<file path="src/rtl/sed_pkg.sv">
`timescale 1ns / 1ps

package sed_pkg;

  localparam int CHAR_W  = 16;
  localparam int OFF_W   = 12;
  localparam int EVAL_W  = 9;
  localparam int RES_MAX = 5;
  localparam int CNT_W   = $clog2(RES_MAX + 1);

  localparam int QDEPTH  = 4;
  localparam int QPTR_W  = $clog2(QDEPTH);
  localparam int QCNT_W  = $clog2(QDEPTH + 1);

  localparam int MAX_LITERAL_LEN = 4096;
  localparam int POS_CAP_I = (MAX_LITERAL_LEN - 1 > 4095) ? 4095 : MAX_LITERAL_LEN - 1;
  localparam logic [OFF_W-1:0] POS_CAP = OFF_W'(POS_CAP_I);

  localparam logic [CHAR_W-1:0] BSL_CH = 16'h005C;
  localparam logic [CHAR_W-1:0] X_CH   = 16'h0078;

  typedef enum logic [2:0] {
    M_IDLE    = 3'd0,
    M_BSL     = 3'd1,
    M_OCT     = 3'd2,
    M_HEX     = 3'd3,
    M_OCTLONG = 3'd4,
    M_HEXLONG = 3'd5
  } mode_t;

  typedef logic [1:0] err_t;
  localparam err_t ERR_NONE   = 2'd0;
  localparam err_t ERR_LETTER = 2'd1;
  localparam err_t ERR_HEX    = 2'd2;
  localparam err_t ERR_OCT    = 2'd3;

  // all results caused by one input beat
  typedef struct packed {
    logic [CNT_W-1:0]              cnt;
    logic [RES_MAX-1:0][CHAR_W-1:0] chars;
    err_t                          err;
    logic [OFF_W-1:0]              off;
    logic                          last;
  } bundle_t;

endpackage

</file>
<file path="src/rtl/sed_front.sv">
`timescale 1ns / 1ps

module sed_front (
  input  logic                     clk,
  input  logic                     rst_n,
  input  logic                     in_valid,
  output logic                     in_ready,
  input  logic [15:0]              in_char,
  input  logic                     in_last,
  input  logic                     q_full,
  output logic                     q_push,
  output sed_pkg::bundle_t         q_wdata
);

  sed_pkg::mode_t                  mode_r, mode_nxt;
  logic [1:0]                      dcnt_r, dcnt_nxt;
  logic [sed_pkg::EVAL_W-1:0]      eval_r, eval_nxt;
  logic [sed_pkg::OFF_W-1:0]       pos_r, pos_nxt;
  logic [sed_pkg::OFF_W-1:0]       estart_r, estart_nxt;
  logic [sed_pkg::CHAR_W-1:0]      raw_r [3];

  logic                            acc;
  logic                            raw_we;
  logic [1:0]                      raw_idx;
  logic                            is_oct, hex_ok, do_fresh;
  logic [3:0]                      hex_v;
  logic [8:0]                      let_v;
  logic [sed_pkg::CHAR_W-1:0]      raw0_post;
  sed_pkg::bundle_t                b;

  function automatic sed_pkg::bundle_t put(sed_pkg::bundle_t bi,
                                           logic [sed_pkg::CHAR_W-1:0] x);
    sed_pkg::bundle_t r;
    r = bi;
    if (bi.cnt < sed_pkg::CNT_W'(sed_pkg::RES_MAX)) begin
      r.chars[bi.cnt] = x;
      r.cnt = bi.cnt + sed_pkg::CNT_W'(1);
    end
    return r;
  endfunction

  function automatic logic [8:0] letter_code(logic [sed_pkg::CHAR_W-1:0] ch);
    logic [8:0] r;
    case (ch)
      16'h0061: r = {1'b1, 8'd7};
      16'h0062: r = {1'b1, 8'd8};
      16'h0066: r = {1'b1, 8'd12};
      16'h006E: r = {1'b1, 8'd10};
      16'h0072: r = {1'b1, 8'd13};
      16'h0074: r = {1'b1, 8'd9};
      16'h0076: r = {1'b1, 8'd11};
      16'h0027: r = {1'b1, 8'd39};
      16'h0022: r = {1'b1, 8'd34};
      16'h005C: r = {1'b1, 8'd92};
      16'h003F: r = {1'b1, 8'd63};
      default:  r = 9'd0;
    endcase
    return r;
  endfunction

  function automatic logic [sed_pkg::CHAR_W-1:0] ext(logic [sed_pkg::EVAL_W-1:0] v);
    return {{(sed_pkg::CHAR_W - sed_pkg::EVAL_W){1'b0}}, v};
  endfunction

  assign in_ready = !q_full;
  assign acc      = in_valid && in_ready;
  assign q_push   = acc && (b.cnt != '0);
  assign q_wdata  = b;

  always_comb begin
    is_oct = in_char inside {[16'h0030:16'h0037]};
    hex_ok = 1'b1;
    hex_v  = 4'd0;
    if (in_char inside {[16'h0030:16'h0039]}) begin
      hex_v = in_char[3:0];
    end else if (in_char inside {[16'h0061:16'h0066], [16'h0041:16'h0046]}) begin
      hex_v = in_char[3:0] + 4'd9;
    end else begin
      hex_ok = 1'b0;
    end
    let_v = letter_code(in_char);
  end

  always_comb begin
    mode_nxt   = mode_r;
    dcnt_nxt   = dcnt_r;
    eval_nxt   = eval_r;
    pos_nxt    = pos_r;
    estart_nxt = estart_r;
    raw_we     = 1'b0;
    raw_idx    = 2'd0;
    do_fresh   = 1'b0;
    b          = '0;
    b.err      = sed_pkg::ERR_NONE;
    b.last     = in_last;

    case (mode_r)
      sed_pkg::M_BSL: begin
        mode_nxt = sed_pkg::M_IDLE;
        if (let_v[8]) begin
          b = put(b, {8'd0, let_v[7:0]});
        end else if (is_oct) begin
          raw_we   = 1'b1;
          raw_idx  = 2'd0;
          eval_nxt = {6'd0, in_char[2:0]};
          dcnt_nxt = 2'd1;
          mode_nxt = sed_pkg::M_OCT;
        end else if (in_char == sed_pkg::X_CH) begin
          raw_we   = 1'b1;
          raw_idx  = 2'd0;
          eval_nxt = '0;
          dcnt_nxt = 2'd0;
          mode_nxt = sed_pkg::M_HEX;
        end else begin
          b = put(b, sed_pkg::BSL_CH);
          b = put(b, in_char);
          b.err = sed_pkg::ERR_LETTER;
        end
      end
      sed_pkg::M_OCT: begin
        if (is_oct) begin
          if (dcnt_r < 2'd3) begin
            raw_we   = 1'b1;
            raw_idx  = dcnt_r;
            eval_nxt = {eval_r[5:0], in_char[2:0]};
            dcnt_nxt = dcnt_r + 2'd1;
          end else begin
            b = put(b, sed_pkg::BSL_CH);
            b = put(b, raw_r[0]);
            b = put(b, raw_r[1]);
            b = put(b, raw_r[2]);
            b = put(b, in_char);
            b.err = sed_pkg::ERR_OCT;
            mode_nxt = sed_pkg::M_OCTLONG;
          end
        end else begin
          b = put(b, ext(eval_r));
          do_fresh = 1'b1;
        end
      end
      sed_pkg::M_HEX: begin
        if (hex_ok) begin
          if (dcnt_r < 2'd2) begin
            raw_we   = 1'b1;
            raw_idx  = dcnt_r + 2'd1;
            eval_nxt = {eval_r[4:0], hex_v};
            dcnt_nxt = dcnt_r + 2'd1;
          end else begin
            b = put(b, sed_pkg::BSL_CH);
            b = put(b, raw_r[0]);
            b = put(b, raw_r[1]);
            b = put(b, raw_r[2]);
            b = put(b, in_char);
            b.err = sed_pkg::ERR_HEX;
            mode_nxt = sed_pkg::M_HEXLONG;
          end
        end else begin
          if (dcnt_r == 2'd0) begin
            b = put(b, sed_pkg::BSL_CH);
            b = put(b, raw_r[0]);
          end else begin
            b = put(b, ext(eval_r));
          end
          do_fresh = 1'b1;
        end
      end
      sed_pkg::M_OCTLONG: begin
        if (is_oct) begin
          b = put(b, in_char);
          b.err = sed_pkg::ERR_OCT;
        end else begin
          do_fresh = 1'b1;
        end
      end
      sed_pkg::M_HEXLONG: begin
        if (hex_ok) begin
          b = put(b, in_char);
          b.err = sed_pkg::ERR_HEX;
        end else begin
          do_fresh = 1'b1;
        end
      end
      default: begin
        do_fresh = 1'b1;
      end
    endcase

    if (do_fresh) begin
      mode_nxt = sed_pkg::M_IDLE;
      if (in_char == sed_pkg::BSL_CH) begin
        mode_nxt   = sed_pkg::M_BSL;
        estart_nxt = pos_r;
      end else begin
        b = put(b, in_char);
      end
    end

    b.off = (b.err != sed_pkg::ERR_NONE) ? estart_r : '0;

    raw0_post = (raw_we && raw_idx == 2'd0) ? in_char : raw_r[0];

    if (in_last) begin
      case (mode_nxt)
        sed_pkg::M_BSL: b = put(b, sed_pkg::BSL_CH);
        sed_pkg::M_OCT: b = put(b, ext(eval_nxt));
        sed_pkg::M_HEX: begin
          if (dcnt_nxt == 2'd0) begin
            b = put(b, sed_pkg::BSL_CH);
            b = put(b, raw0_post);
          end else begin
            b = put(b, ext(eval_nxt));
          end
        end
        default: ;
      endcase
      mode_nxt   = sed_pkg::M_IDLE;
      dcnt_nxt   = 2'd0;
      eval_nxt   = '0;
      pos_nxt    = '0;
      estart_nxt = '0;
    end else if (pos_r < sed_pkg::POS_CAP) begin
      pos_nxt = pos_r + sed_pkg::OFF_W'(1);
    end
  end

  always_ff @(posedge clk) begin
    if (!rst_n) begin
      mode_r   <= sed_pkg::M_IDLE;
      dcnt_r   <= 2'd0;
      eval_r   <= '0;
      pos_r    <= '0;
      estart_r <= '0;
    end else if (acc) begin
      mode_r   <= mode_nxt;
      dcnt_r   <= dcnt_nxt;
      eval_r   <= eval_nxt;
      pos_r    <= pos_nxt;
      estart_r <= estart_nxt;
    end
  end

  always_ff @(posedge clk) begin
    if (acc && raw_we) begin
      raw_r[raw_idx] <= in_char;
    end
  end

  // a final character always yields at least one result
  a_last_has_result: assert property (@(posedge clk) disable iff (!rst_n)
    (acc && in_last) |-> (b.cnt != '0))
    else $error("last beat produced no result");

endmodule

</file>
<file path="src/rtl/sed_queue.sv">
`timescale 1ns / 1ps

module sed_queue (
  input  logic             clk,
  input  logic             rst_n,
  input  logic             push,
  input  sed_pkg::bundle_t wdata,
  output logic             full,
  output logic             valid,
  output sed_pkg::bundle_t rdata,
  input  logic             pop
);

  sed_pkg::bundle_t               mem_r [sed_pkg::QDEPTH];
  logic [sed_pkg::QPTR_W-1:0]     wr_ptr_r, rd_ptr_r;
  logic [sed_pkg::QCNT_W-1:0]     count_r;
  logic                           do_push, do_pop;

  assign full    = (count_r == sed_pkg::QCNT_W'(sed_pkg::QDEPTH));
  assign valid   = (count_r != '0);
  assign rdata   = mem_r[rd_ptr_r];
  assign do_push = push && !full;
  assign do_pop  = pop && valid;

  always_ff @(posedge clk) begin
    if (!rst_n) begin
      wr_ptr_r <= '0;
      rd_ptr_r <= '0;
      count_r  <= '0;
    end else begin
      if (do_push) begin
        wr_ptr_r <= wr_ptr_r + sed_pkg::QPTR_W'(1);
      end
      if (do_pop) begin
        rd_ptr_r <= rd_ptr_r + sed_pkg::QPTR_W'(1);
      end
      if (do_push && !do_pop) begin
        count_r <= count_r + sed_pkg::QCNT_W'(1);
      end else if (do_pop && !do_push) begin
        count_r <= count_r - sed_pkg::QCNT_W'(1);
      end
    end
  end

  always_ff @(posedge clk) begin
    if (do_push) begin
      mem_r[wr_ptr_r] <= wdata;
    end
  end

  a_no_overflow: assert property (@(posedge clk) disable iff (!rst_n)
    push |-> !full)
    else $error("push into full queue");

  a_no_underflow: assert property (@(posedge clk) disable iff (!rst_n)
    pop |-> valid)
    else $error("pop from empty queue");

endmodule

</file>
<file path="src/rtl/sed_back.sv">
`timescale 1ns / 1ps

module sed_back (
  input  logic                        clk,
  input  logic                        rst_n,
  input  logic                        q_valid,
  input  sed_pkg::bundle_t            q_data,
  output logic                        q_pop,
  output logic                        out_valid,
  input  logic                        out_ready,
  output logic [15:0]                 out_char,
  output logic [1:0]                  out_err_code,
  output logic [11:0]                 out_err_offset,
  output logic                        out_run_end,
  output logic                        out_string_end
);

  logic [sed_pkg::CNT_W-1:0]   idx_r;
  logic                        out_valid_r;
  logic [15:0]                 char_r;
  logic [1:0]                  err_r;
  logic [11:0]                 off_r;
  logic                        run_end_r, string_end_r;
  logic                        load, is_end;

  assign load   = q_valid && (!out_valid_r || out_ready);
  assign is_end = (idx_r == q_data.cnt - sed_pkg::CNT_W'(1));
  assign q_pop  = load && is_end;

  always_ff @(posedge clk) begin
    if (!rst_n) begin
      out_valid_r <= 1'b0;
      idx_r       <= '0;
    end else if (load) begin
      out_valid_r <= 1'b1;
      idx_r       <= is_end ? '0 : idx_r + sed_pkg::CNT_W'(1);
    end else if (out_ready) begin
      out_valid_r <= 1'b0;
    end
  end

  always_ff @(posedge clk) begin
    if (load) begin
      char_r       <= q_data.chars[idx_r];
      err_r        <= q_data.err;
      off_r        <= q_data.off;
      run_end_r    <= is_end;
      string_end_r <= is_end && q_data.last;
    end
  end

  assign out_valid      = out_valid_r;
  assign out_char       = char_r;
  assign out_err_code   = err_r;
  assign out_err_offset = off_r;
  assign out_run_end    = run_end_r;
  assign out_string_end = string_end_r;

  a_idx_in_range: assert property (@(posedge clk) disable iff (!rst_n)
    q_valid |-> (q_data.cnt != '0) && (idx_r < q_data.cnt))
    else $error("result index outside bundle");

endmodule

</file>
<file path="src/rtl/string_escape_decoder.sv">
`timescale 1ns / 1ps
// String escape decoder.
// Input channel (in_valid/in_ready): one character of a quoted literal per
// beat, quotes removed; in_last marks the final character and flushes any
// pending escape. Output channel (out_valid/out_ready): one decoded character
// per beat with error code, backslash offset of a flagged escape, run_end on
// the last result of an input beat and string_end on the last of the literal.
// A beat that only extends a pending escape yields no result; one beat yields
// at most five.
// A result of an accepted beat is written into the queue, then loaded into the
// output register once that register is free. Throughput: one input beat per
// cycle while the queue is not full; the back end emits one result per cycle
// while out_ready is high, so beats with several results can fill the queue. A
// four-entry queue of result groups sits between the decoder and the output
// register. Reset clears the escape state, the character position, the queue
// and the output valid flag. When the receiver stalls the output holds, the
// queue fills and in_ready drops once it is full.
module string_escape_decoder (
  input  logic        clk,
  input  logic        rst_n,
  input  logic        in_valid,
  output logic        in_ready,
  input  logic [15:0] in_char,
  input  logic        in_last,
  output logic        out_valid,
  input  logic        out_ready,
  output logic [15:0] out_char,
  output logic [1:0]  out_err_code,
  output logic [11:0] out_err_offset,
  output logic        out_run_end,
  output logic        out_string_end
);

  logic             q_push, q_full, q_valid, q_pop;
  sed_pkg::bundle_t q_wdata, q_rdata;

  sed_front u_front (
    .clk      (clk),
    .rst_n    (rst_n),
    .in_valid (in_valid),
    .in_ready (in_ready),
    .in_char  (in_char),
    .in_last  (in_last),
    .q_full   (q_full),
    .q_push   (q_push),
    .q_wdata  (q_wdata)
  );

  sed_queue u_queue (
    .clk   (clk),
    .rst_n (rst_n),
    .push  (q_push),
    .wdata (q_wdata),
    .full  (q_full),
    .valid (q_valid),
    .rdata (q_rdata),
    .pop   (q_pop)
  );

  sed_back u_back (
    .clk            (clk),
    .rst_n          (rst_n),
    .q_valid        (q_valid),
    .q_data         (q_rdata),
    .q_pop          (q_pop),
    .out_valid      (out_valid),
    .out_ready      (out_ready),
    .out_char       (out_char),
    .out_err_code   (out_err_code),
    .out_err_offset (out_err_offset),
    .out_run_end    (out_run_end),
    .out_string_end (out_string_end)
  );

endmodule
</file>
<file path="config.mk">
export PLATFORM = sky130hd
export DESIGN_NAME = string_escape_decoder
export DESIGN_NICKNAME = d
export VERILOG_FILES = /design/src/rtl/sed_pkg.sv /design/src/rtl/sed_front.sv /design/src/rtl/sed_queue.sv /design/src/rtl/sed_back.sv /design/src/rtl/string_escape_decoder.sv
export SDC_FILE = /design/constraint.sdc
export NUM_CORES = 1
export LEC_CHECK = 0
export BUFFER_PORTS_ARGS = -buffer_cell sky130_fd_sc_hd__buf_2
export CAP_MARGIN = 10
export CORE_ASPECT_RATIO = 0.5
export CORE_MARGIN = 2
export CORE_UTILIZATION = 35
export CTS_BUF_LIST = sky130_fd_sc_hd__clkbuf_4 sky130_fd_sc_hd__clkbuf_8 sky130_fd_sc_hd__clkbuf_16
export CTS_CLUSTER_SIZE = 16
export DETAILED_ROUTE_END_ITERATION = 10
export SLEW_MARGIN = 15
export SYNTH_ARGS = -nofsm -noshare
export SYNTH_HDL_FRONTEND = slang
export SYNTH_HIERARCHICAL = 1
export SYNTH_SLANG_ARGS = --single-unit
</file>
<file path="constraint.sdc">
create_clock -name clk -period 18.1 [get_ports clk]
set_input_delay 3.62 -clock clk [delete_from_list [all_inputs] [get_ports clk]]
set_output_delay 3.62 -clock clk [all_outputs]
set_load 0.05 [all_outputs]
</file>
==> flow_metrics.tcl <==
set metrics [dict create \
    cp.arrival_ns 11.28 \
    status "finished, final reports clean" \
    hold_depth 2 \
    clockBufferDepth 3 \
    maxSlewViolCount 0 \
    fin_skew_ns 0.02694 \
    antenna_found_initial 3 \
    dieArea_um2 67130 \
    fin_crit_sh 0.6124 \
    synth_top_cell_by_area "edfxtp_1" \
    synth_top_area_frac 0.6235 \
    clock_sinks 523 \
    cts_buffers 49 \
    drtPass1Iterations 6 \
    hpwl_um 35940 \
    slowest_stage "nor4_4" \
    r2r-start "u_front/mode_r[0]" \
    finalInstanceArea_um2 25450 \
    clkTransAtPathRegs_ns 0.06 \
    layout_min_cycle_time_ns 11.09 \
    io-pin-count 55 \
    cts_resized 0 \
    drt_iter0_drc 1321 \
    layout_commonest_cell "edfxtp_1" \
    areaGrowthSynthToFinish_pct 11.98 \
    synth_edf_count 472 \
    tightest_slew_ns 1.135 \
    clkLatencyLatePin_ns 0.59 \
    rsz0062_at_grt "no" \
    grt_pass1_vias 12584 \
    fmax_ghz 0.09021 \
    worstHoldStart "u_queue/wr_ptr_r[1]" \
    io_buffers 54 \
    cpPeakStageDelay_ns 0.85 \
    place_inst 2265 \
    reg2reg_depth 16 \
    grt_pass1_wl_um 82120 \
    final_cell_mix "edfxtp_1 (472), mux4_2 (114), nand2_1 (87)" \
    post_cts_buffers 0 \
    wl_per_cell_um 23.24 \
    cts_tree "done" \
    postPlaceCellArea_um2 23840 \
    grtUsageTotal 0.1640 \
    rr_endpoint "u_queue/mem_r[2][96]" \
    p_leak_nw 8.134 \
    htreeDepth 2 \
    cap_violations 0 \
    async_reset_ff_frac 0 \
    cp_max_fo 55 \
    multi_input_area_um2 6947 \
    netlist_top_cells_area "edfxtp_1 (62%), mux4_2 (11%), dfxtp_1 (4.5%)" \
    area.sequential_um2 15200 \
    avgSynthCellArea_um2 16.30 \
    yosys_warnings 6 \
    required_ns 18.29 \
    ant_nets 0 \
    gp_congestion 0.9039 \
    overflow 0 \
    nFillCells 5847 \
    tns_ns 0 \
    yosysSeqAreaShare 0.6684 \
    cts_root_buf "clkbuf_16" \
    peakVddDrop_mv 0.06865 \
    min_to "u_queue/wr_ptr_r[1]" \
    stdcell_count 2355 \
    crit_path_start_kind "input pin" \
    coreArea_um2 63600 \
    setup_viol 0 \
    die-height_um 184.2 \
    critPathKind "input pin to register" \
    fin_nets 1487 \
    ys_ff_latch 523 \
    syn_inst 1395 \
    crit_path_end_kind "register" \
    drc_errors 0 \
    syn-cell-area_um2 22730 \
    grt_start_max_net_pins 70 \
    die_x_um 364.4 \
    max-slew-margin-rel 0.2410 \
    cp_cell_sequence "buf_2 > or4_1 > nor4_4 > o21a_1 > o21ai_1 > o311ai_4 > nor2_2 > xnor2_1 > inv_1 > ha_1 > a21o_1 > o31a_1 > ha_1 > inv_1 > o311ai_0 > o31a_1 > nor2b_1 > and2_4 > buf_4" \
    reg2reg_slack_ns 10.60 \
    drive_gt1_frac 0.2205 \
    cts.hold.buffers_added 0 \
    drt-total-wl_um 54730 \
    synthFlopType "edfxtp_1" \
    start_util 0.3574 \
    final-hold-violation-count 0 \
    vias 12834 \
    vias_per_cell 5.450 \
    hold_path.class "register to register" \
    p_per_area_nw_per_um2 128.3 \
    yosysUniqueCellTypes 110 \
    row_count 65 \
]
-- synth_stat cells (7+ instances only) --
library cell,instances
a211oi_1,7
a21o_1,7
a21oi_1,27
a221oi_1,11
a22o_1,31
a22oi_1,26
and2_1,30
buf_2,27
buf_4,12
clkbuf_1,35
clkinv_1,10
dfxtp_1,51
edfxtp_1,472
ha_1,20
inv_1,32
mux2i_1,9
mux4_2,114
nand2_1,87
nand2b_1,9
nand3_1,19
nand4_1,13
nor2_1,53
nor2b_1,43
nor3_1,7
o21ai_0,33
o21ai_1,25
or3_1,7
xnor2_1,10
xor2_1,7
-- cell type report --
class                   count  area share
multi-input cells         751      0.2729
clock buffers              65     0.05363
clock inverters            24    0.009536
inverters                  43    0.006341
flip-flops and latches    523      0.5973
well taps                 871     0.04281
repair buffers             77     0.01740
diodes                      1  0.00009831
-- report_power, final --
part | internal [W] | total [W] | switching, W
sequential | 0.00152 | 0.00157 | 0.0000520
clock | 0.000579 | 0.00102 | 0.000443
combinational | 0.000234 | 0.000678 | 0.000444
-- registers in the layout (all words and copies together) (netlist names), named ones only --
register / flops
u_back/out_valid: 1
u_back/out_char: 16
u_front/raw_r: 48
u_queue/mem_r: 392
u_front/dcnt_r: 2
u_front/eval_r: 9
u_front/mode_r: 3
u_queue/wr_ptr_r: 2
u_back/out_err_offset: 12
u_front/estart_r: 12
u_back/out_string_end: 1
u_queue/rd_ptr_r: 2
u_back/out_err_code: 2
u_back/idx_r: 3
u_queue/count_r: 3
u_front/pos_r: 12
u_back/out_run_end: 1
-- metal layers --
metal / wire length [µm] / GRT usage / vias up
met5: 23 / 0 / -
met4: 1091 / 0.03868 / 4
met3: 3462 / 0.02851 / 90
met2: 24740 / 0.2507 / 428
met1: 25410 / 0.2435 / 6660
li1: - / - / 5652
-- how the worst max path moves through the flow --
stage / endpoint / cells past startpoint / slack, ns / from
floorplan: u_queue/mem_r[0][0] / 22 / 7.10 / in_char[1]
global placement: u_queue/mem_r[3][43] / 19 / 6.80 / in_char[14]
detailed placement: u_queue/mem_r[3][43] / 19 / 6.56 / in_char[14]
CTS: u_queue/mem_r[3][97] / 19 / 7.12 / in_char[14]
global route: u_queue/mem_r[3][66] / 19 / 6.54 / in_char[14]
finish: u_queue/mem_r[2][96] / 19 / 7.01 / in_char[14]
-- stage by stage --
step	hold slack (ns)	setup slack [ns]	util	power (W)
after CTS	0.5077	7.122	0.4002	0.003308
after detailed placement	0.4985	6.560	0.3749	0.002288
final	0.5088	7.015	0.4002	0.003267
after global placement	0.4821	6.802	0.3749	0.002282
after global routing	0.5405	6.535	0.4002	0.003409
after floorplan	0.4665	7.100	-	0.002100
-- cell families (layout without fill, tap and decap cells) --
| group | after synthesis | in the layout | share of synthesized area |
|---|---|---|---|
| DFF | 523 | 523 | 0.6684 |
| and+or+nand+nor | 321 | 321 | 0.07844 |
| AOI/OAI and AO/OA | 259 | 259 | 0.08823 |
| buffers and inverters | 129 | 209 | 0.02835 |
| muxes | 123 | 123 | 0.1169 |
| adders and majority gates | 21 | 21 | 0.01189 |
| xor gates and xnor gates | 18 | 18 | 0.007596 |
| other | 1 | 10 | 0.0001650 |
-- critical path: cells and delay by family --
family / cells / cell delay (ns)
buffers and inverters: 4 / 1.23
xor gates and xnor gates: 1 / 0.81
AOI/OAI and AO/OA: 7 / 1.89
and+or+nand+nor: 5 / 2.96
adders and majority gates: 2 / 0.65
Note: power is estimated with default switching activity, not from simulation.
